File: config.mk
export PLATFORM = sky130hd
export DESIGN_NAME = oale_cell
export DESIGN_NICKNAME = d
export VERILOG_FILES = /design/src/hw/rtl/oale_pkg.sv /design/src/hw/rtl/oale_cell.sv
export SDC_FILE = /design/constraint.sdc
export NUM_CORES = 1
export LEC_CHECK = 0
export ABC_AREA = 1
export ABC_CLOCK_PERIOD_IN_PS = 3220
export CAP_MARGIN = 25
export CORE_ASPECT_RATIO = 0.7
export CORE_MARGIN = 10
export CORE_UTILIZATION = 40
export CTS_BUF_LIST = sky130_fd_sc_hd__clkbuf_16
export CTS_CLUSTER_SIZE = 14
export DETAILED_ROUTE_END_ITERATION = 8
export DONT_BUFFER_PORTS = 1
export GPL_ROUTABILITY_DRIVEN = 0
export PLACE_DENSITY_LB_ADDON = 0.15
export SLEW_MARGIN = 20
export SYNTH_ARGS = -nofsm -noshare
export SYNTH_HDL_FRONTEND = slang
export SYNTH_SLANG_ARGS = --single-unit
File: constraint.sdc
create_clock -name clock -period 3.22 [get_ports clock]
set_input_delay 0.322 -clock clock [delete_from_list [all_inputs] [get_ports clock]]
set_output_delay 0.322 -clock clock [all_outputs]
set_load 0.01 [all_outputs]
File: src/hw/rtl/oale_pkg.sv
// Shared types and constants for the ordered array list engine.
// No dependencies; compiled first.
`default_nettype none

package oale_pkg;

   localparam int CAPACITY = 256;
   localparam int IDX_W    = (CAPACITY > 2) ? $clog2(CAPACITY) : 1;
   localparam int CNT_W    = $clog2(CAPACITY + 1);

   localparam int FUNC_W   = 3;
   localparam int DATA_W   = 32;
   localparam int POS_W    = 9;
   localparam int STATUS_W = 3;
   localparam int FIDX_W   = 8;
   localparam int OCNT_W   = 9;

   // request codes
   localparam logic [FUNC_W-1:0] FN_INS_FRONT = 3'd0;
   localparam logic [FUNC_W-1:0] FN_INS_BACK  = 3'd1;
   localparam logic [FUNC_W-1:0] FN_INS_POS   = 3'd2;
   localparam logic [FUNC_W-1:0] FN_DEL_FRONT = 3'd3;
   localparam logic [FUNC_W-1:0] FN_DEL_BACK  = 3'd4;
   localparam logic [FUNC_W-1:0] FN_DEL_POS   = 3'd5;
   localparam logic [FUNC_W-1:0] FN_FIND      = 3'd6;

   // response status codes
   localparam logic [STATUS_W-1:0] ST_OK       = 3'd0;
   localparam logic [STATUS_W-1:0] ST_FULL     = 3'd1;
   localparam logic [STATUS_W-1:0] ST_EMPTY    = 3'd2;
   localparam logic [STATUS_W-1:0] ST_BADPOS   = 3'd3;
   localparam logic [STATUS_W-1:0] ST_NOTFOUND = 3'd4;

   // first-match tree geometry
   localparam int GRP    = 16;
   localparam int GRP_W  = $clog2(GRP);
   localparam int NGRP   = (CAPACITY + GRP - 1) / GRP;
   localparam int NGRP_W = (NGRP > 1) ? $clog2(NGRP) : 1;

   // broadcast from control to every cell
   typedef struct packed {
      logic              ins;
      logic              del;
      logic [IDX_W-1:0]  pos;
      logic [DATA_W-1:0] value;
      logic [DATA_W-1:0] key;
      logic [CNT_W-1:0]  count;
   } cell_bus_type;

endpackage

`default_nettype wire

File: src/hw/rtl/oale_cell.sv
// One storage cell of the list: holds an entry, shifts with its neighbors,
// and flags a key match. Depends on oale_pkg.
`default_nettype none

module oale_cell
   import oale_pkg::*;
(
   input  wire logic              clock,
   input  wire logic [IDX_W-1:0]  cell_index,
   input  wire cell_bus_type      bus,
   input  wire logic [DATA_W-1:0] left_entry,
   input  wire logic [DATA_W-1:0] right_entry,
   output logic      [DATA_W-1:0] entry,
   output logic                   match
);

   logic [DATA_W-1:0] entry_ff, entry_in;
   logic              match_ff, match_in;

   always_comb begin
      entry_in = entry_ff;
      if (bus.ins) begin
         if (cell_index > bus.pos) begin
            entry_in = left_entry;
         end else if (cell_index == bus.pos) begin
            entry_in = bus.value;
         end
      end else if (bus.del) begin
         if (cell_index >= bus.pos) begin
            entry_in = right_entry;
         end
      end
      match_in = (entry_ff == bus.key) && (32'(cell_index) < 32'(bus.count));
   end

   always_ff @(posedge clock) begin
      entry_ff <= entry_in;
      match_ff <= match_in;
   end

   assign entry = entry_ff;
   assign match = match_ff;

endmodule

`default_nettype wire

Word level (Yosys, flattened, before mapping)
Cells that the tools add are included.
W data, S select, Z words.
{ "classes": {"eq_ne": 3, "order_cmp": 3, "mux": 5, "reduce_logical": 4} }
{ "op_table": {"columns": ["op", "count"], "rows": [
  ["$mux W32", 5],
  ["$eq A32 B32 Y1", 1],
  ["$lt A8 B9 Y1", 1],
  ["$eq A8 B8 Y1", 1],
  ["$ge A8 B8 Y1", 1],
  ["$gt A8 B8 Y1", 1],
  ["$reduce_bool A2 Y1", 2],
  ["$ne A3 B1 Y1 const B", 1],
  ["$reduce_and A3 Y1", 1],
  ["$logic_and A1 B1 Y1", 1]
]} }
{ "totals": {"word_cells": 17, "inputBits": 156, "reg_bits": 33, "output_inout_bits": 33} }

Depth between registers and ports, before layout
{ "logic_depth": {"ltp_word": 4, "depth_mapped": 14, "depth_no_buf": 13} }

Worst setup path after synthesis
OpenSTA, ideal clock, no wires.
{ "synth_timing": {"kind": "input to register", "startpoint": "input port bus[80] (netlist bit)", "endpoint": "register entry_ff[0] (netlist: entry[0]) (enable)", "path_stages": 9, "setup_slack_ns": 0.863, "required_ns": 2.833, "arrival_ns": 1.971, "path_cell_list": "inv_1 > ha_1 > nand2_1 > nor2_4 > nand4_4 > buf_2 > nand3_1 > o21ai_0 > inv_1"} }
{ "synth_via": {"elab_chain_len": 3, "word_cells_on_any_way": 6, "cone_classes": "order compare: 2; eq/ne: 2; reduce/logical: 2"} }
{ "synth_rtl": {"columns": ["item", "line_no", "rtl"], "rows": [
  ["from (decl)", "oale_cell.sv:10", "input wire cell_bus_type bus,"],
  ["$gt A8 B8 Y1, or another cell as far along", "oale_cell.sv:23", "if (cell_index > bus.pos) begin"],
  ["$ne A3 B1 Y1 (no source line) or $reduce_bool A2 Y1 (tied branches)", null, null],
  ["$reduce_and A3 Y1 (no source line) *", null, null],
  ["to (signal assigned)", "oale_cell.sv:37", "entry_ff <= entry_in;"],
  ["to (decl)", "oale_cell.sv:17", "logic [DATA_W-1:0] entry_ff, entry_in;"]
]} }
Every way passes the cells marked *; elsewhere a longest branch is shown, timed or not.
A chain may end at the register's enable or synchronous reset.

Worst setup path after layout
{ "layout_timing": {"startpoint": "input port bus[80] (netlist bit)", "endpoint": "register entry_ff[13] (netlist: entry[13]), data pin"} }
{ "layout_via": {"elab_chain_len": 3} }
{ "layout_rtl": {"columns": ["item", "line_no", "rtl"], "rows": [
  ["$gt A8 B8 Y1", "oale_cell.sv:23", null],
  ["$mux W32", "oale_cell.sv:23", null],
  ["$mux W32", "oale_cell.sv:22", "if (bus.ins) begin"],
  ["net entry_in[13]", "oale_cell.sv:17", null]
]} }
The timed path passes the listed nets, and every way through them passes these cells.

==> results.md <==
- Largest net degree at the start of global routing: 35
- # resized after CTS: 0
- Area delta synth->final: 7.517%
- Avg Inst Size Synth: 6.999 sq um
- Reg2reg setup slack: 1.94 ns
- CORE AREA: 6850 sq um
- Status: complete, no violations
- Syn Nets: 580
- Gr usage total: 15.03%
- Reg power frac: 45.9%
- Total gr overflow: 0
- Drt drc: 0
- RSZ-0062 raised after global routing: no
- Internal: 981.9 uW
- Layout cells sized above 1: 4.691%
- Power per Cell Area: 462.9 nW/um^2
- Yosys reg bits: 33
- Final setup fails: 0
- Antenna-violating nets left: 0
- Longest Clk Path Bufs: 2
- Max Slew Vio Count: 0
- Post-CTS setup buffers: 0
- Final hold vios: 0
- Crit-path max FO: 33
- First-pass GRT wire length: 13.32 mm
- Clock Pin Slew Worst Setup and Hold Paths: 0.06 ns
- Leak: 0.001589 uW
- DP Wirelength: 7.054 mm
- Die X: 121.1 um
- Die height: 90.78 um
- Fmax: 0.5279 GHz
- Switch share: 31.08%
- Sink Count: 33
- CP endpoint kind: register
- Starting DRT DRC Count: 100
- Initial Util: 41.79%
- CTS hold repair buffers: 0
- Max cap viols: 0
- Combinational power share: 22.4%
- Die area: 10990 sq um
- CTS buffer count: 5
- Yosys warning count: 0
- Root Driver: clkbuf_16
- Sum of negative setup slack: 0 ns
- Synth unique cells: 23
- # fillers: 720
- Io pins: 189
- Clk network pwr share: 31.7%
- Tcrit/Tclk final: 58.83%
- Nets@finish: 575
- Worst Tran Pin Value: 0.4739 ns
- Initial antenna violation count: 0
- Critical path type: in2reg
- Synthesized netlist cell count: 409
- Power, Total: 1425 uW
- WL/cell: 17.51 um
- Worst Path Arrival: 1.91 ns
- Crit start category: input pin
- Worst Clk Skew: 0.005066 ns
- Vias per std cell: 4.848
- Number of global-route vias before repair: 2609
- Routed wire length: 8.739 mm
- Switching power: 442.9 uW
- Worst path required time: 3.24 ns
- CTS tree: done
- HP Class: in2reg
- Minimum clock period: 1.894 ns
- Port bufs: 0
- DRT Pass-1 Iters: 5
- Ant diodes: 0
- Sequential area share after synthesis: 34.27%
- Maximum vdd drop: 0.2129 mV
- Mapped Area: 2863 sq um
- Worst-skew pair later-pin latency: 0.27 ns
- Routed via count: 2419
- Slew headroom: 68.37%
- Row cnt: 25
- Htree depth: 2
## power by group through the flow
stage / clock, uW / combinational (uW) / sequential (uW)
CTS: 466 / 319 / 657
detailed placement: 0 / 318 / 665
global route: 482 / 372 / 663
global placement: 0 / 312 / 666
finish: 452 / 319 / 654
floorplan: 0 / 278 / 641
## registers in the layout, summed over array words and instances (netlist names)
signal	flops
entry	32
match	1
## worst paths after layout
| check | from | cells after the start | to |
|---|---|---|---|
| max | bus[80] | 10 | entry[13] |
| min | right_entry[31] | 2 | entry[31] |
| max reg2reg | entry[15] | 7 | match |
| min reg2reg | entry[24] | 7 | match |
## critical path, cell delays in order
cell	delay, ns
inv_1	0.02
ha_1	0.28
nand2_1	0.14
nor2_1	0.08
nor2_2	0.15
nand2_4	0.26
nand2_4	0.41
nand2_1	0.09
nand3_1	0.08
nand2_1	0.06
## cell usage in the layout (no fill, tap or decap), drive strengths merged, types with 2 or more instances in the layout
master and count:
clkbuf 5, nand2 134, ha 15, nand3 67
buf 4, o21ai 2, a21oi 5, nor2 16
xnor2 31, inv 86, clkinv 2, edfxtp 32
## layer usage
metal	wire, um	share of wire [%]	global-route usage, %
met1	3572	41	16.76
met4	70	0.80	3.206
met5	0	0	0
met2	4049	46	25.45
met3	1047	12	6.996
## metrics by stage
stage / hold slack (ns) / setup slack (ns) / area [sq um] / cells / utilization (%)
after global routing: 0.2331 / 1.129 / 3078 / 499 / 44.93
after floorplan: 0.5079 / 0.8628 / 2863 / 409 / -
after detailed placement: 0.5129 / 1.045 / 2908 / 490 / 42.45
after global placement: 0.5126 / 1.082 / 2908 / 490 / 42.45
final: 0.2375 / 1.326 / 3078 / 499 / 44.93
after CTS: 0.2305 / 1.334 / 3050 / 498 / 44.53
## area by class of cell
| cell class | instances | area (sq um) | share of cell area [%] |
|---|---|---|---|
| inverter | 86 | 322.8 | 10.49 |
| sequential | 33 | 980.9 | 31.87 |
| multi-input combinational | 274 | 1464 | 47.56 |
| clock buffer | 5 | 125.1 | 4.065 |
| tap | 94 | 117.6 | 3.821 |
| clock inverter | 3 | 17.52 | 0.5691 |
| timing repair buffer | 4 | 50.05 | 1.626 |
## logic make-up after synthesis
group	share of synthesized area, %
and+or+nand+nor	33.30
buffers and inverters	14.60
DFF	34.27
adders and majority gates	6.556
xor gates and xnor gates	9.484
AOI/OAI and AO/OA	1.792
## synth_stat cells
cell / count / area (sq um)
a21o_1: 1 / 7.510
a21oi_1: 5 / 25.02
buf_1: 1 / 3.750
buf_2: 4 / 20.02
buf_4: 2 / 15.01
buf_6: 3 / 33.78
clkbuf_1: 6 / 22.52
dfxtp_1: 1 / 20.02
edfxtp_1: 32 / 960.9
ha_1: 15 / 187.7
inv_1: 86 / 322.8
nand2_1: 131 / 491.7
nand2_2: 1 / 6.260
nand2_4: 2 / 22.52
nand3_1: 67 / 335.3
nand4_4: 1 / 21.27
nor2_1: 14 / 52.55
nor2_2: 1 / 6.260
nor2_4: 1 / 11.26
o2111ai_1: 1 / 8.760
o21ai_0: 2 / 10.01
or2_2: 1 / 6.260
xnor2_1: 31 / 271.5
Note: power is estimated with default switching activity, not from simulation.
