`config.mk`:
```
export PLATFORM = sky130hd
export DESIGN_NAME = oale_first_match
export DESIGN_NICKNAME = d
export VERILOG_FILES = /design/src/hw/rtl/oale_pkg.sv /design/src/hw/rtl/oale_first_match.sv
export SDC_FILE = /design/constraint.sdc
export NUM_CORES = 1
export LEC_CHECK = 0
export ABC_AREA = 1
export BUFFER_PORTS_ARGS = -buffer_cell sky130_fd_sc_hd__buf_2
export CAP_MARGIN = 20
export CORE_UTILIZATION = 51
export DETAILED_ROUTE_END_ITERATION = 6
export PLACE_DENSITY_LB_ADDON = 0.3
export SETUP_SLACK_MARGIN = 0.15
export SLEW_MARGIN = 20
export SYNTH_ARGS = -nofsm -noshare
export SYNTH_HDL_FRONTEND = slang
export SYNTH_SLANG_ARGS = --single-unit
```
`constraint.sdc`:
```
create_clock -name clock -period 4.4 [get_ports clock]
set_input_delay 0.66 -clock clock [delete_from_list [all_inputs] [get_ports clock]]
set_output_delay 0.66 -clock clock [all_outputs]
set_load 0.05 [all_outputs]
```
`src/hw/rtl/oale_pkg.sv`:
```
// Shared types and constants for the ordered array list engine.
// No dependencies; compiled first.
`default_nettype none

package oale_pkg;

   localparam int CAPACITY = 256;
   localparam int IDX_W    = (CAPACITY > 2) ? $clog2(CAPACITY) : 1;
   localparam int CNT_W    = $clog2(CAPACITY + 1);

   localparam int FUNC_W   = 3;
   localparam int DATA_W   = 32;
   localparam int POS_W    = 9;
   localparam int STATUS_W = 3;
   localparam int FIDX_W   = 8;
   localparam int OCNT_W   = 9;

   // request codes
   localparam logic [FUNC_W-1:0] FN_INS_FRONT = 3'd0;
   localparam logic [FUNC_W-1:0] FN_INS_BACK  = 3'd1;
   localparam logic [FUNC_W-1:0] FN_INS_POS   = 3'd2;
   localparam logic [FUNC_W-1:0] FN_DEL_FRONT = 3'd3;
   localparam logic [FUNC_W-1:0] FN_DEL_BACK  = 3'd4;
   localparam logic [FUNC_W-1:0] FN_DEL_POS   = 3'd5;
   localparam logic [FUNC_W-1:0] FN_FIND      = 3'd6;

   // response status codes
   localparam logic [STATUS_W-1:0] ST_OK       = 3'd0;
   localparam logic [STATUS_W-1:0] ST_FULL     = 3'd1;
   localparam logic [STATUS_W-1:0] ST_EMPTY    = 3'd2;
   localparam logic [STATUS_W-1:0] ST_BADPOS   = 3'd3;
   localparam logic [STATUS_W-1:0] ST_NOTFOUND = 3'd4;

   // first-match tree geometry
   localparam int GRP    = 16;
   localparam int GRP_W  = $clog2(GRP);
   localparam int NGRP   = (CAPACITY + GRP - 1) / GRP;
   localparam int NGRP_W = (NGRP > 1) ? $clog2(NGRP) : 1;

   // broadcast from control to every cell
   typedef struct packed {
      logic              ins;
      logic              del;
      logic [IDX_W-1:0]  pos;
      logic [DATA_W-1:0] value;
      logic [DATA_W-1:0] key;
      logic [CNT_W-1:0]  count;
   } cell_bus_type;

endpackage

`default_nettype wire

```
`src/hw/rtl/oale_first_match.sv`:
```
// Two-level registered priority encoder: lowest set match bit.
// Depends on oale_pkg.
`default_nettype none

module oale_first_match
   import oale_pkg::*;
(
   input  wire logic                clock,
   input  wire logic [CAPACITY-1:0] match,
   output logic                     hit,
   output logic      [IDX_W-1:0]    index
);

   logic [NGRP*GRP-1:0] padded;
   logic [NGRP-1:0]     grp_hit_ff, grp_hit_in;
   logic [GRP_W-1:0]    grp_sub_ff [NGRP];
   logic [GRP_W-1:0]    grp_sub_in [NGRP];
   logic                hit_ff, hit_in;
   logic [IDX_W-1:0]    index_ff, index_in;

   assign padded = (NGRP*GRP)'(match);

   // level 1: first bit inside each group
   always_comb begin
      for (int g = 0; g < NGRP; g++) begin
         grp_hit_in[g] = |padded[g*GRP +: GRP];
         grp_sub_in[g] = '0;
         for (int b = GRP - 1; b >= 0; b--) begin
            if (padded[g*GRP + b]) grp_sub_in[g] = GRP_W'(b);
         end
      end
   end

   // level 2: first group with a hit
   always_comb begin
      logic [NGRP_W-1:0] grp_sel;
      grp_sel = '0;
      for (int g = NGRP - 1; g >= 0; g--) begin
         if (grp_hit_ff[g]) grp_sel = NGRP_W'(g);
      end
      hit_in   = |grp_hit_ff;
      index_in = IDX_W'((32'(grp_sel) << GRP_W) | 32'(grp_sub_ff[grp_sel]));
   end

   always_ff @(posedge clock) begin
      grp_hit_ff <= grp_hit_in;
      grp_sub_ff <= grp_sub_in;
      hit_ff     <= hit_in;
      index_ff   <= index_in;
   end

   assign hit   = hit_ff;
   assign index = index_ff;

endmodule

`default_nettype wire

```
* After elaboration in Yosys (flattened, before gate mapping)
Index checks and enable logic that the tools add are counted.
W data, S select, Z words.
** Operators by class
- Order comparisons :: 1
- Reductions and logical operators :: 65
- Multiplexer cells :: 259
- Div/mod/pow operators :: 0
- $mul :: 0
- Shift-type cells :: 0
- Add/subtract/negate cells :: 0
- Bitwise logic cells :: 2
- Equal/unequal tests :: 0
** Operator list (count)
- $mux W4 :: 146
- $reduce_or A16 Y1 :: 17
- $mux W3 :: 64
- $reduce_or A8 Y1 :: 16
- $mux W2 :: 32
- $reduce_or A4 Y1 :: 16
- $reduce_or A2 Y1 :: 16
- $bmux W4 S4 :: 1
- $mux W1 :: 16
- $or A8 B4 Y8 :: 1
- $ge A5 B5 Y1 const B :: 1
- $not A4 Y5 :: 1
** Word-level totals
- Latch bits :: 0
- Output and inout port bits :: 9
- Bits in writable memories :: 0
- Logic and storage cells :: 394
- Register bits :: 89
- Memories kept :: 0
- Bits in read-only memories :: 0
- Input bits :: 257

* Logic depth before layout (Yosys ltp)
Gate-level depths: netlist of run 1.
- Depth after elaboration :: 21
- Gate-level depth with buffers :: 22
- Mapped depth without buffers :: 21

* Worst setup path before layout of run 1
No wires, ideal clock.
- Path type :: register to register
- From :: register grp_hit_ff[14]
- To :: register index_ff[2] (netlist: index[2])
- Slack :: 2791 ps
- Stages on the path, launching flop included :: 22
- Arrival time :: 1496 ps
- Buffers on the path :: 1
- Data required time :: 4287 ps
- Library setup time :: 113 ps
- Period minus slack after synthesis :: 1609 ps
- Path through :: dfxtp_1 inv_1 nand2_1 nand2_1 nand2_1 nand2_1 nand2_1 nand2_1 nand2_1 nand2_1 nand2_1 nand2_1 nand2_1 nand2_1 nand2_2 nand2_4 buf_2 nand3_1 nand3_1 nand3_1 nand3_1 nand2_1
** On the way
- Word-level cells in the longest chain between the ends :: 20
** Ends and longest elaborated chain
- start, declared :: line oale_first_match.sv:15 : logic [NGRP-1:0] grp_hit_ff, grp_hit_in;
- start signal, assigned :: line oale_first_match.sv:46 : grp_hit_ff <= grp_hit_in;
- $mux W4 (15 in a row) :: line oale_first_match.sv:39 : if (grp_hit_ff[g]) grp_sel = NGRP_W'(g);
- $not A4 Y5 (implied by the code) :: line oale_first_match.sv:42 : index_in = IDX_W'((32'(grp_sel) << GRP_W) | 32'(grp_sub_ff[grp_sel]));
- $bmux W4 S4 :: line oale_first_match.sv:42
- $mux W4 (implied by the code) (2 in a row) :: line oale_first_match.sv:42
- $or A8 B4 Y8 :: line oale_first_match.sv:42
- via index_in[2] :: line oale_first_match.sv:19 : logic [IDX_W-1:0] index_ff, index_in;
- end signal, assigned :: line oale_first_match.sv:49 : index_ff <= index_in;
- end, declared :: line oale_first_match.sv:19
The timed path passes the listed nets, and every way through them passes these cells. The select of a mux whose other input is x is not followed.
A chain may end at the register's enable or synchronous reset.

* Worst setup path after layout of run 1
- From :: register grp_hit_ff[0]
- To :: register index_ff[0] (netlist: index[0])
** On the way
- Word-level cells in the longest chain between the ends :: 6
** Ends and longest elaborated chain (line)
- $mux W4 :: oale_first_match.sv:39
- $not A4 Y5 (implied by the code) :: oale_first_match.sv:42
- $bmux W4 S4 :: oale_first_match.sv:42
- $mux W4 (implied by the code) (2 in a row) :: oale_first_match.sv:42
- $or A8 B4 Y8 :: oale_first_match.sv:42
- via index_in[0] :: oale_first_match.sv:19
The timed path passes the listed nets, and every way through them passes these cells. The select of a mux whose other input is x is not followed.

==> impl_metrics.py, run 1 <==
metrics = {
    "outcome": {
        "outcome": "finished clean",
    },
    "power": {
        "share_seq_of_total_power": 0.493,
        "total_leakage_power_uw": 0.00386,
        "netSwitchingFraction": 0.288,
        "cell_internal_pwr_uw": 1210,
        "finalPower_uw": 1700,
        "pwr-share-comb": 0.193,
        "power.density_nw_per_um2": 233,
        "power_frac_clock": 0.314,
        "power_switching_uw": 489,
        "max-vdd-ir-drop_mv": 0.157,
    },
    "synth": {
        "synthesis.nets": 1194,
        "largest_area_contributor_in_the_synthesized_netlist": "sky130_fd_sc_hd__dfxtp_1",
        "postSynthCellCount": 937,
        "postSynth.asyncResetShare": 0,
        "synthFlopType": "sky130_fd_sc_hd__dfxtp_1",
        "yosysSeqAreaShare": 0.314,
        "ys_seq_elements": 89,
        "synth_edf_count": 0,
        "synthDistinctLibCells": 25,
        "mappedNetlistArea_um2": 5680,
        "synth_top_cells_by_area": "sky130_fd_sc_hd__dfxtp_1, sky130_fd_sc_hd__inv_1, sky130_fd_sc_hd__nand3_1",
        "yosys_warnings": 0,
        "post-synth-top-area-fraction": 0.314,
        "syn_avg_cell_area_um2": 6.06,
    },
    "worst_setup_path": {
        "regToRegStartpoint": "grp_hit_ff[0]$_DFF_P_",
        "critical_path.n_buffers_inverters": 2,
        "cp_endpoint_kind": "flip-flop",
        "worstSetupPathType": "flip-flop to flip-flop",
        "timing.critical_path.slowest_cell_delay_ns": 0.67,
        "timing.critical_path.from_type": "flip-flop",
        "crit_slowest_cell": "sky130_fd_sc_hd__clkinv_1",
        "worstReg2RegEnd": "index[0]$_DFF_P_",
        "worst_r2r_path_depth": 7,
        "critical_path.max_fanout": 34,
        "ff2ff_setup_slack_ns": 2.04,
        "critical-path-top-delay-family": "simple AND/OR/NAND/NOR gates",
        "path_cells": "clkinv_1 > nand3_2 > inv_2 > nand3_1 > nand3_1 > nand3_1 > nand2_1",
        "crit_top_cell": "sky130_fd_sc_hd__nand3_1",
        "crit_required_ns": 4.65,
        "timing.critical_path.arrival_ns": 2.61,
    },
    "clocking": {
        "clockRootBuffer": "sky130_fd_sc_hd__clkbuf_8",
        "clk_latency_ns": 0.36,
        "cts.reportedPaths.clkPinSlew_ns": 0.09,
        "cts_hold_repair.buffers": 0,
        "cts.path.max_buffers": 2,
        "cts_resized": 0,
        "h-tree-depth": 3,
        "cts_tree": "done",
        "cts_buffers": 9,
        "cts_setup_buffers": 0,
        "cts_num_sinks": 89,
    },
    "hold_path": {
        "timing.hold.worst_endpoint": "grp_sub_ff[52]$_SDFF_PP0_",
        "min_delay_path_depth": 2,
        "min_path_type": "primary input to flip-flop",
        "hp-start": "match[32]",
    },
    "global_route": {
        "grt_antenna_before_repair": 0,
        "grt_first_pass_wirelength_um": 24300,
        "first_global_vias": 5832,
        "grt_max_degree": 35,
        "gr-usage-all-layers": 0.261,
        "grt_overflow": 0,
    },
    "finish": {
        "filler_cell_count": 1066,
        "numnets_final": 1459,
        "final_cell_area_um2": 7300,
        "instances_no_fill": 1347,
        "areaGrowthSynthToFinish_pct": 28.5,
        "n_antenna_cell": 0,
        "layout-drive-gt1-share": 0.254,
    },
    "timing": {
        "clock_period_minus_worst_slack_ns": 2.36,
        "final-max-slew-violation-count": 0,
        "timing.fmax_mhz": 424,
        "relative_slew_margins": 0.431,
        "rsz0062_at_grt": "no",
        "finalHoldViolCount": 0,
        "finalSetupViolCount": 0,
        "finalSetupTns_ns": 0,
        "fin_worst_skew_ns": 0.0102,
        "setup_slack_ns": 2.04,
        "timing.final.crit_share": 0.536,
        "tightest_slew_ns": 0.848,
    },
    "drt": {
        "dr_total_vias": 6661,
        "post_drt_wl_per_cell_um": 11.1,
        "wirelength_um": 14900,
        "detail_route.drc_violations": 0,
        "detail_route.iter0.violations": 344,
        "detail-route-antenna-nets": 0,
        "routed_via_density": 4.95,
        "first_pass_iters": 5,
    },
    "floorplanning": {
        "core.rowCount": 38,
        "initial_core_utilization": 0.524,
        "core_um2": 10800,
        "pin_count": 266,
        "die_x_um": 108,
        "vertical_die_dimension_um": 108,
        "floorplan.die_area_um2": 11600,
    },
    "placement": {
        "place_congestion": 0.974,
        "post_dp_cell_area_um2": 7110,
        "post-place-cells": 1331,
        "io_buffer_count": 265,
        "hpwlAfterDp_um": 12800,
        "preCtsSetupSlack_ns": 2.13,
    },
    "job": {
        "drv_cap": 0,
    },
}
-- worst max path at each step --
stage / slack [ns] / from / endpoint / cells after the start
after CTS: 2.12 / grp_hit_ff[0]$_DFF_P_ / index[0]$_DFF_P_ / 7
after global routing: 1.78 / grp_hit_ff[0]$_DFF_P_ / index[3]$_DFF_P_ / 7
after global placement: 2.17 / grp_hit_ff[0]$_DFF_P_ / index[2]$_DFF_P_ / 7
after floorplan: 2.79 / grp_hit_ff[14]$_DFF_P_ / index[2]$_DFF_P_ / 21
after detailed placement: 2.13 / grp_hit_ff[0]$_DFF_P_ / index[0]$_DFF_P_ / 7
final: 2.04 / grp_hit_ff[0]$_DFF_P_ / index[0]$_DFF_P_ / 7
-- stage by stage --
| stage | hold WS, ns | util |
|---|---|---|
| 3_3_place_gp | 0.503 | 0.655 |
| 5_1_grt | 0.434 | 0.673 |
| 2_1_floorplan | 0.460 | - |
| 6_report | 0.455 | 0.673 |
| 3_5_place_dp | 0.514 | 0.655 |
| 4_1_cts | 0.441 | 0.673 |
-- kinds of logic (layout without fill, tap and decap cells) --
| group | after synthesis | in the layout | share of synthesized area |
|---|---|---|---|
| AOI/OAI and AO/OA | 145 | 145 | 0.146 |
| and+or+nand+nor | 461 | 461 | 0.374 |
| buffers and inverters | 242 | 512 | 0.166 |
| DFF | 89 | 89 | 0.314 |
-- per-layer routing --
metal	vias to the layer above	routed length [um]	global-route usage
li1	3535	-	-
met1	2860	6640	0.333
met2	249	6960	0.457
met3	17	1130	0.0484
met4	0	191	0.0528
met5	-	0	0
-- worst reg2reg max path, delay by kind of cell, from the launching register on --
family                 cells  cell delay [ns]
buffers and inverters      2             0.91
flip-flops                 1             0.34
AND/OR/NAND/NOR            5             1.00
-- cells in the mapped netlist (2+ instances only) --
library cell                 n
sky130_fd_sc_hd__inv_2       4
sky130_fd_sc_hd__nand3_1   127
sky130_fd_sc_hd__or2_2      16
sky130_fd_sc_hd__nand3b_1   16
sky130_fd_sc_hd__o21ai_1    32
sky130_fd_sc_hd__o21bai_1   16
sky130_fd_sc_hd__nor2_1    131
sky130_fd_sc_hd__buf_2       2
sky130_fd_sc_hd__nand2_4     2
sky130_fd_sc_hd__nand2_1   100
sky130_fd_sc_hd__inv_1     226
sky130_fd_sc_hd__dfxtp_1    89
sky130_fd_sc_hd__buf_4       2
sky130_fd_sc_hd__a21oi_1    80
sky130_fd_sc_hd__nor3_1     49
sky130_fd_sc_hd__o311ai_0   16
sky130_fd_sc_hd__clkbuf_1    3
sky130_fd_sc_hd__buf_6       3
sky130_fd_sc_hd__nor4_1     17
-- final cells by class --
| class | count | area (um^2) | share of cell area |
|---|---|---|---|
| multi-input combinational | 606 | 2960 | 0.405 |
| sequential | 89 | 1780 | 0.244 |
| timing repair buffer | 265 | 1330 | 0.182 |
| inverter | 231 | 867 | 0.119 |
| tap | 140 | 175 | 0.0240 |
| clock buffer | 9 | 124 | 0.0170 |
| clock inverter | 7 | 67.6 | 0.00926 |
-- cell usage in the layout, fill, tap and decap left out, drive strengths merged --
cell        n
o21bai     16
or2        16
nand2     103
nor4       18
buf       265
inv       236
clkinvlp    1
o21ai      32
nor3       49
nor2      131
dfxtp      89
nand3     128
o311ai     16
a21oi      81
nand3b     16
clkbuf      9
clkinv      1
-- power groups by stage --
stage	clock [uW]	combinational (uW)	sequential [uW]
floorplan	0	149	857
global placement	0	322	855
detailed placement	0	327	856
CTS	542	329	837
global route	583	375	839
finish	533	328	837
-- sequential cells by signal, indices dropped and copies added, names as in the netlist --
| signal | cells |
|---|---|
| grp_sub_ff | 64 |
| hit | 1 |
| index | 8 |
| grp_hit_ff | 16 |
Note: power is estimated with default switching activity, not from simulation.
==> inputs of run 2 (changes only) <==
--- a/config.mk
+++ b/config.mk
@@ -8,7 +8,7 @@
 export ABC_AREA = 1
 export BUFFER_PORTS_ARGS = -buffer_cell sky130_fd_sc_hd__buf_2
 export CAP_MARGIN = 20
-export CORE_UTILIZATION = 51
+export CORE_UTILIZATION = 48
 export DETAILED_ROUTE_END_ITERATION = 6
 export PLACE_DENSITY_LB_ADDON = 0.3
 export SETUP_SLACK_MARGIN = 0.15
==> constraint.sdc (replaced) <==
create_clock -name clock -period 2.29 [get_ports clock]
set_input_delay 0.3435 -clock clock [delete_from_list [all_inputs] [get_ports clock]]
set_output_delay 0.3435 -clock clock [all_outputs]
set_load 0.05 [all_outputs]
==> run 2 against run 1 <==
Combinational power rose by 93%. Critical path type unchanged. Worst setup slack got worse by 1.6 ns. Non-clock buffer count rose by 8. Count of clock-buffer cells in the layout rose by 3. Fmax rose by 26%. Final cell count rose by 0.89%. Global-route usage fell by 0.94 points. Critical path depth rose by 14. Sequential power rose by 92%.
==> impl_metrics.py, run 2 (same netlist as run 1, synthesis figures left out) <==
metrics = {
    "outcome": {
        "outcome": "finished clean",
    },
    "finish": {
        "commonest_non_fill_non_tap_cell_in_the_layout": "sky130_fd_sc_hd__buf_2",
        "numnets_final": 1468,
        "n_antenna_cell": 0,
        "areaGrowthSynthToFinish_pct": 32.3,
        "ff_latch_area_um2": 1780,
        "multi_input_area_um2": 2980,
        "final_cell_mix": "sky130_fd_sc_hd__buf_2, sky130_fd_sc_hd__inv_1, sky130_fd_sc_hd__nor2_1, sky130_fd_sc_hd__nand3_1, sky130_fd_sc_hd__nand2_1",
        "largest-register": "grp_sub_ff",
        "layout-drive-gt1-share": 0.260,
        "layout.core_utilization": 0.655,
        "filler_cell_count": 1058,
        "largest_reg_flops": 64,
    },
    "power": {
        "power_frac_clock": 0.382,
        "power_switching_uw": 908,
        "cell_internal_pwr_uw": 2720,
        "share_seq_of_total_power": 0.444,
        "power.density_nw_per_um2": 483,
        "total_leakage_power_uw": 0.00396,
        "max-vdd-ir-drop_mv": 0.370,
        "finalPower_uw": 3620,
        "pwr-share-comb": 0.174,
        "netSwitchingFraction": 0.250,
    },
    "timing": {
        "relative_slew_margins": 0.664,
        "timing.final.crit_share": 0.818,
        "final-max-slew-violation-count": 0,
        "finalHoldViolCount": 0,
        "tightest_slew_ns": 0.499,
        "timing.fmax_mhz": 534,
        "fin_worst_skew_ns": 0.00555,
        "rsz0062_at_grt": "no",
        "hold-worst-slack_ns": 0.167,
        "finalSetupTns_ns": 0,
        "clock_period_minus_worst_slack_ns": 1.87,
        "finalSetupViolCount": 0,
    },
    "clocking": {
        "h-tree-depth": 3,
        "cts_num_sinks": 89,
        "clockRootBuffer": "sky130_fd_sc_hd__clkbuf_16",
        "cts.path.max_buffers": 2,
        "cts.reportedPaths.clkPinSlew_ns": 0.06,
        "clk_latency_ns": 0.34,
        "cts_tree": "done",
        "cts_buffers": 9,
        "cts_hold_repair.buffers": 0,
    },
    "placement": {
        "hpwlAfterDp_um": 12800,
        "io_buffer_count": 265,
        "place_congestion": 0.856,
    },
    "drt": {
        "routed_via_density": 4.91,
        "dr_total_vias": 6674,
        "post_drt_wl_per_cell_um": 11.3,
        "detail-route-antenna-nets": 0,
        "detail_route.drc_violations": 0,
        "wirelength_um": 15400,
        "first_pass_iters": 5,
        "detail_route.iter0.violations": 354,
    },
    "worst_setup_path": {
        "timing.critical_path.from_type": "flip-flop",
        "critical-path-top-delay-family": "simple AND/OR/NAND/NOR gates",
        "cp_endpoint_kind": "flip-flop",
        "critical_path.max_fanout": 16,
        "critical_path.n_buffers_inverters": 2,
        "crit_required_ns": 2.52,
        "crit_top_cell": "sky130_fd_sc_hd__nand2_1",
        "worstSetupPathType": "flip-flop to flip-flop",
        "timing.critical_path.slowest_cell_delay_ns": 0.31,
        "path_cells": "inv_1 > nand2_1 > nand2_1 > nand2_1 > nand2_1 > nand2_1 > nand2_1 > nand2_1 > nand2_1 > nand2_1 > nand2_1 > nand2_1 > nand2_1 > nand2_2 > nand2_8 > buf_8 > nand3_1 > nand3_1 > nand3_1 > nand3_1 > nand2_1",
        "timing.critical_path.arrival_ns": 2.10,
        "crit_slowest_cell": "sky130_fd_sc_hd__dfxtp_1",
    },
    "floorplanning": {
        "floorplan.die_area_um2": 12300,
        "die_x_um": 111,
        "core_um2": 11500,
        "pin_count": 266,
        "vertical_die_dimension_um": 111,
        "core.rowCount": 39,
        "initial_core_utilization": 0.495,
    },
    "global_route": {
        "grt_antenna_before_repair": 0,
        "gr-usage-all-layers": 0.252,
        "grt_first_pass_wirelength_um": 25600,
        "first_global_vias": 6026,
        "grt_max_degree": 34,
        "grt_overflow": 0,
    },
    "job": {
        "drv_cap": 0,
    },
    "hold_path": {
        "min_path_type": "primary input to flip-flop",
    },
}
run 2: cell types whose count changed in the layout (fill, tap and decap cells not counted), sizes merged:
cell / previous run / this run
nand2: 103 / 104
clkbuf: 9 / 12
inv: 236 / 230
buf: 265 / 273
clkinv: 1 / 4
run 2: layer usage:
metal,track usage,vias up,wire length [um]
met5,0,-,0
met4,0.0827,0,288
met3,0.0503,26,1110
met2,0.425,238,7020
met1,0.320,2859,6940
li1,-,3551,-
run 2: layout make-up:
| type | instances | share of cell area |
|---|---|---|
| clock buffer | 12 | 0.0355 |
| clock inverter | 4 | 0.00350 |
| inverter | 231 | 0.115 |
| multi-input combinational | 607 | 0.397 |
| sequential | 89 | 0.237 |
| tap | 143 | 0.0238 |
| timing repair buffer | 273 | 0.187 |
run 2: what timing repair did:
| item | CTS | global route |
|---|---|---|
| gates resized for setup | 0 | 4 |
| endpoints found under the setup margin | 0 | 4 |
| endpoints found under the hold margin | 0 | 0 |
| buffers inserted | 0 | 3 |
run 2: power by group through the flow:
| stage | registers [uW] | clock network (uW) | logic [uW] |
|---|---|---|---|
| floorplan | 1650 | 0 | 287 |
| global placement | 1640 | 0 | 620 |
| detailed placement | 1640 | 0 | 628 |
| CTS | 1610 | 1410 | 632 |
| global route | 1610 | 1480 | 724 |
| finish | 1610 | 1380 | 632 |
run 2: final timing paths:
| kind | start | endpoint | slack (ns) | cells after the start |
|---|---|---|---|---|
| setup reg to reg | grp_hit_ff[14]$_DFF_P_ | index[0]$_DFF_P_ | 0.42 | 21 |
| hold reg to reg | grp_hit_ff[12]$_DFF_P_ | hit$_DFF_P_ | 0.52 | 2 |
| hold / removal | match[208] | grp_sub_ff[8]$_SDFF_PP0_ | 0.17 | 2 |
| setup / recovery | grp_hit_ff[14]$_DFF_P_ | index[0]$_DFF_P_ | 0.42 | 21 |
run 2: per-stage QoR:
| step | setup slack (ns) | area, um^2 | std cells |
|---|---|---|---|
| final | 0.417 | 7510 | 1359 |
| after global routing | 0.174 | 7510 | 1359 |
| after CTS | 0.306 | 7440 | 1355 |
| after detailed placement | 0.350 | 7150 | 1339 |
| after global placement | 0.420 | 7150 | 1339 |
| after floorplan | 0.681 | 5680 | 937 |
==> inputs of run 3 (changes only) <==
--- a/config.mk
+++ b/config.mk
@@ -8,7 +8,7 @@
 export ABC_AREA = 1
 export BUFFER_PORTS_ARGS = -buffer_cell sky130_fd_sc_hd__buf_2
 export CAP_MARGIN = 20
-export CORE_UTILIZATION = 48
+export CORE_UTILIZATION = 43
 export DETAILED_ROUTE_END_ITERATION = 6
 export PLACE_DENSITY_LB_ADDON = 0.3
 export SETUP_SLACK_MARGIN = 0.15
==> constraint.sdc (replaced) <==
create_clock -name clock -period 1.6 [get_ports clock]
set_input_delay 0.24 -clock clock [delete_from_list [all_inputs] [get_ports clock]]
set_output_delay 0.24 -clock clock [all_outputs]
set_load 0.05 [all_outputs]
==> run 3 against run 2 <==
The flow now finishes with violations (setup timing). Final area increased by 2.8%. First-iteration DRC count is 27% lower. Core utilization fell by 4.8 points. Combinational power rose by 42%. Sequential share of layout area decreased by 0.63 points. Routed wire length shrank 4.3%. Critical path type unchanged.
==> impl_metrics.py, run 3 (same netlist as run 1, synthesis figures left out) <==
metrics = {
    "worst_setup_path": {
        "worstReg2RegEnd": "index[0]$_DFF_P_",
        "critical_path.startpoint": "grp_hit_ff[14]$_DFF_P_",
        "cp_endpoint_kind": "flip-flop",
        "worstSetupPathType": "flip-flop to flip-flop",
        "critical_path.max_fanout": 8,
        "timing.critical_path.from_type": "flip-flop",
        "worst_r2r_path_depth": 22,
        "timing.critical_path.slowest_cell_delay_ns": 0.32,
        "crit_top_cell": "sky130_fd_sc_hd__nand2_1",
        "critPathCapture": "index[0]$_DFF_P_",
        "timing.critical_path.arrival_ns": 2.04,
        "ff2ff_setup_slack_ns": -0.21,
        "crit_required_ns": 1.82,
        "path_cells": "inv_1 > nand2_1 > nand2_1 > nand2_1 > nand2_1 > nand2_1 > nand2_1 > nand2_1 > nand2_1 > nand2_1 > nand2_1 > nand2_1 > nand2_1 > nand2_2 > nand2_4 > nand2_8 > buf_6 > nand2_1 > nand3_1 > nand3_1 > nand3_1 > nand2_1",
        "regToRegStartpoint": "grp_hit_ff[14]$_DFF_P_",
        "crit_slowest_cell": "sky130_fd_sc_hd__dfxtp_2",
    },
    "global_route": {
        "first_global_vias": 5714,
        "grt_overflow": 0,
        "grt_max_degree": 17,
        "grt_antenna_before_repair": 0,
        "gr-usage-all-layers": 0.213,
        "grt_first_pass_wirelength_um": 23200,
    },
    "timing": {
        "timing.final.crit_share": 1.13,
        "finalSetupViolCount": 4,
        "timing.fmax_mhz": 552,
        "rsz0062_at_grt": "yes",
        "hold-worst-slack_ns": 0.0697,
        "setup_slack_ns": -0.213,
        "tightest_slew_ns": 0.423,
        "finalHoldViolCount": 0,
        "fin_worst_skew_ns": 0.00584,
        "relative_slew_margins": 0.715,
        "clock_period_minus_worst_slack_ns": 1.81,
        "final-max-slew-violation-count": 0,
    },
    "power": {
        "max-vdd-ir-drop_mv": 0.496,
        "total_leakage_power_uw": 0.00404,
        "power.density_nw_per_um2": 668,
    },
    "floorplanning": {
        "core.rowCount": 41,
        "initial_core_utilization": 0.446,
        "die_x_um": 117,
        "core_um2": 12700,
        "floorplan.die_area_um2": 13700,
        "pin_count": 266,
        "vertical_die_dimension_um": 117,
    },
    "finish": {
        "commonest_non_fill_non_tap_cell_in_the_layout": "sky130_fd_sc_hd__buf_2",
        "instances_no_fill": 1400,
        "layout-drive-gt1-share": 0.276,
        "ff_latch_area_um2": 1780,
        "n_antenna_cell": 0,
        "filler_cell_count": 1266,
        "multi_input_area_um2": 3030,
        "largest-register": "grp_sub_ff",
        "numnets_final": 1481,
        "areaGrowthSynthToFinish_pct": 36.0,
        "largest_reg_flops": 64,
        "final_cell_mix": "sky130_fd_sc_hd__buf_2, sky130_fd_sc_hd__inv_1, sky130_fd_sc_hd__nor2_1, sky130_fd_sc_hd__nand3_1, sky130_fd_sc_hd__nand2_1",
    },
    "drt": {
        "detail-route-antenna-nets": 0,
        "dr_total_vias": 6564,
        "detail_route.drc_violations": 0,
        "post_drt_wl_per_cell_um": 10.5,
        "routed_via_density": 4.69,
        "first_pass_iters": 4,
        "wirelength_um": 14700,
        "detail_route.iter0.violations": 257,
    },
    "job": {
        "drv_cap": 0,
    },
    "clocking": {
        "clockRootBuffer": "sky130_fd_sc_hd__clkbuf_16",
        "cts_hold_repair.buffers": 0,
        "cts_buffers": 9,
        "h-tree-depth": 3,
        "cts_num_sinks": 89,
        "cts_tree": "done",
        "clk_latency_ns": 0.33,
        "cts.path.max_buffers": 2,
        "cts.reportedPaths.clkPinSlew_ns": 0.06,
    },
    "outcome": {
        "outcome": "finished, violations left",
        "violations": "setup timing",
    },
    "hold_path": {
        "min_path_type": "primary input to flip-flop",
    },
    "placement": {
        "preCtsSetupSlack_ns": -0.203,
        "place_congestion": 0.917,
        "post-place-cells": 1384,
        "hpwlAfterDp_um": 12600,
        "io_buffer_count": 265,
    },
}
==> run 3: cell count changes in the layout (fill, tap and decap cells not counted), moves of 2 or more <==
cell	delta
sky130_fd_sc_hd__clkbuf_8	-3
sky130_fd_sc_hd__nand3_2	+13
sky130_fd_sc_hd__nand3_1	-13
sky130_fd_sc_hd__buf_4	+9
sky130_fd_sc_hd__clkbuf_1	+3
sky130_fd_sc_hd__buf_6	+3
sky130_fd_sc_hd__buf_12	+2
==> run 3: power by group <==
group | leakage, uW | total [uW] | internal, uW | switching [uW]
logic | 0.00318 | 895 | 431 | 464
clock network | 0.000133 | 1960 | 1200 | 761
registers | 0.000728 | 2300 | 2280 | 18.8
total | 0.00404 | 5160 | 3910 | 1240
==> run 3: worst max-delay path: cells and delay by family, from the launching register on <==
kind / cells / cell delay, ns
buffers and inverters: 2 / 0.17
and+or+nand+nor: 20 / 1.21
DFF: 1 / 0.32
==> run 3: area by class of cell <==
type,instances,area share
clock buffer,12,0.0306
inverter,231,0.112
tap,172,0.0279
clock inverter,3,0.00551
multi-input combinational,606,0.392
timing repair buffer,287,0.200
sequential,89,0.231
==> run 3: repair_timing <==
action,4_1_cts,5_1_grt
gates cloned,0,0
setup endpoints to repair,5,5
setup buffers,1,0
endpoints found under the hold margin,0,0
pin swaps,5,4
resized for setup,6,13
==> run 3: worst min-delay path by stage <==
stage / end / start / cells after the start
final: grp_sub_ff[20]$_SDFF_PP0_ / match[160] / 2
after detailed placement: grp_sub_ff[16]$_SDFF_PP0_ / match[176] / 2
after CTS: grp_sub_ff[16]$_SDFF_PP0_ / match[176] / 2
after global placement: grp_sub_ff[56]$_SDFF_PP0_ / match[16] / 2
after floorplan: grp_sub_ff[0]$_SDFF_PP0_ / match[240] / 1
after global routing: grp_sub_ff[0]$_SDFF_PP0_ / match[240] / 2
==> run 3: per-layer routing <==
| layer | GRT usage | wire, um | up-vias |
|---|---|---|---|
| li1 | - | - | 3573 |
| met1 | 0.267 | 6900 | 2783 |
| met2 | 0.366 | 6710 | 190 |
| met3 | 0.0402 | 888 | 18 |
| met4 | 0.0717 | 191 | 0 |
| met5 | 0 | 0 | - |
==> run 3: per-stage QoR <==
step | setup TNS, ns | total power [uW] | util | area (um^2)
3_5_place_dp | -0.777 | 3240 | 0.577 | 7340
5_1_grt | -1.81 | 5440 | 0.607 | 7720
2_1_floorplan | -0.00220 | 2770 | - | 5680
4_1_cts | -0.701 | 5200 | 0.602 | 7660
3_3_place_gp | -0.683 | 3240 | 0.577 | 7340
6_report | -0.788 | 5160 | 0.607 | 7720
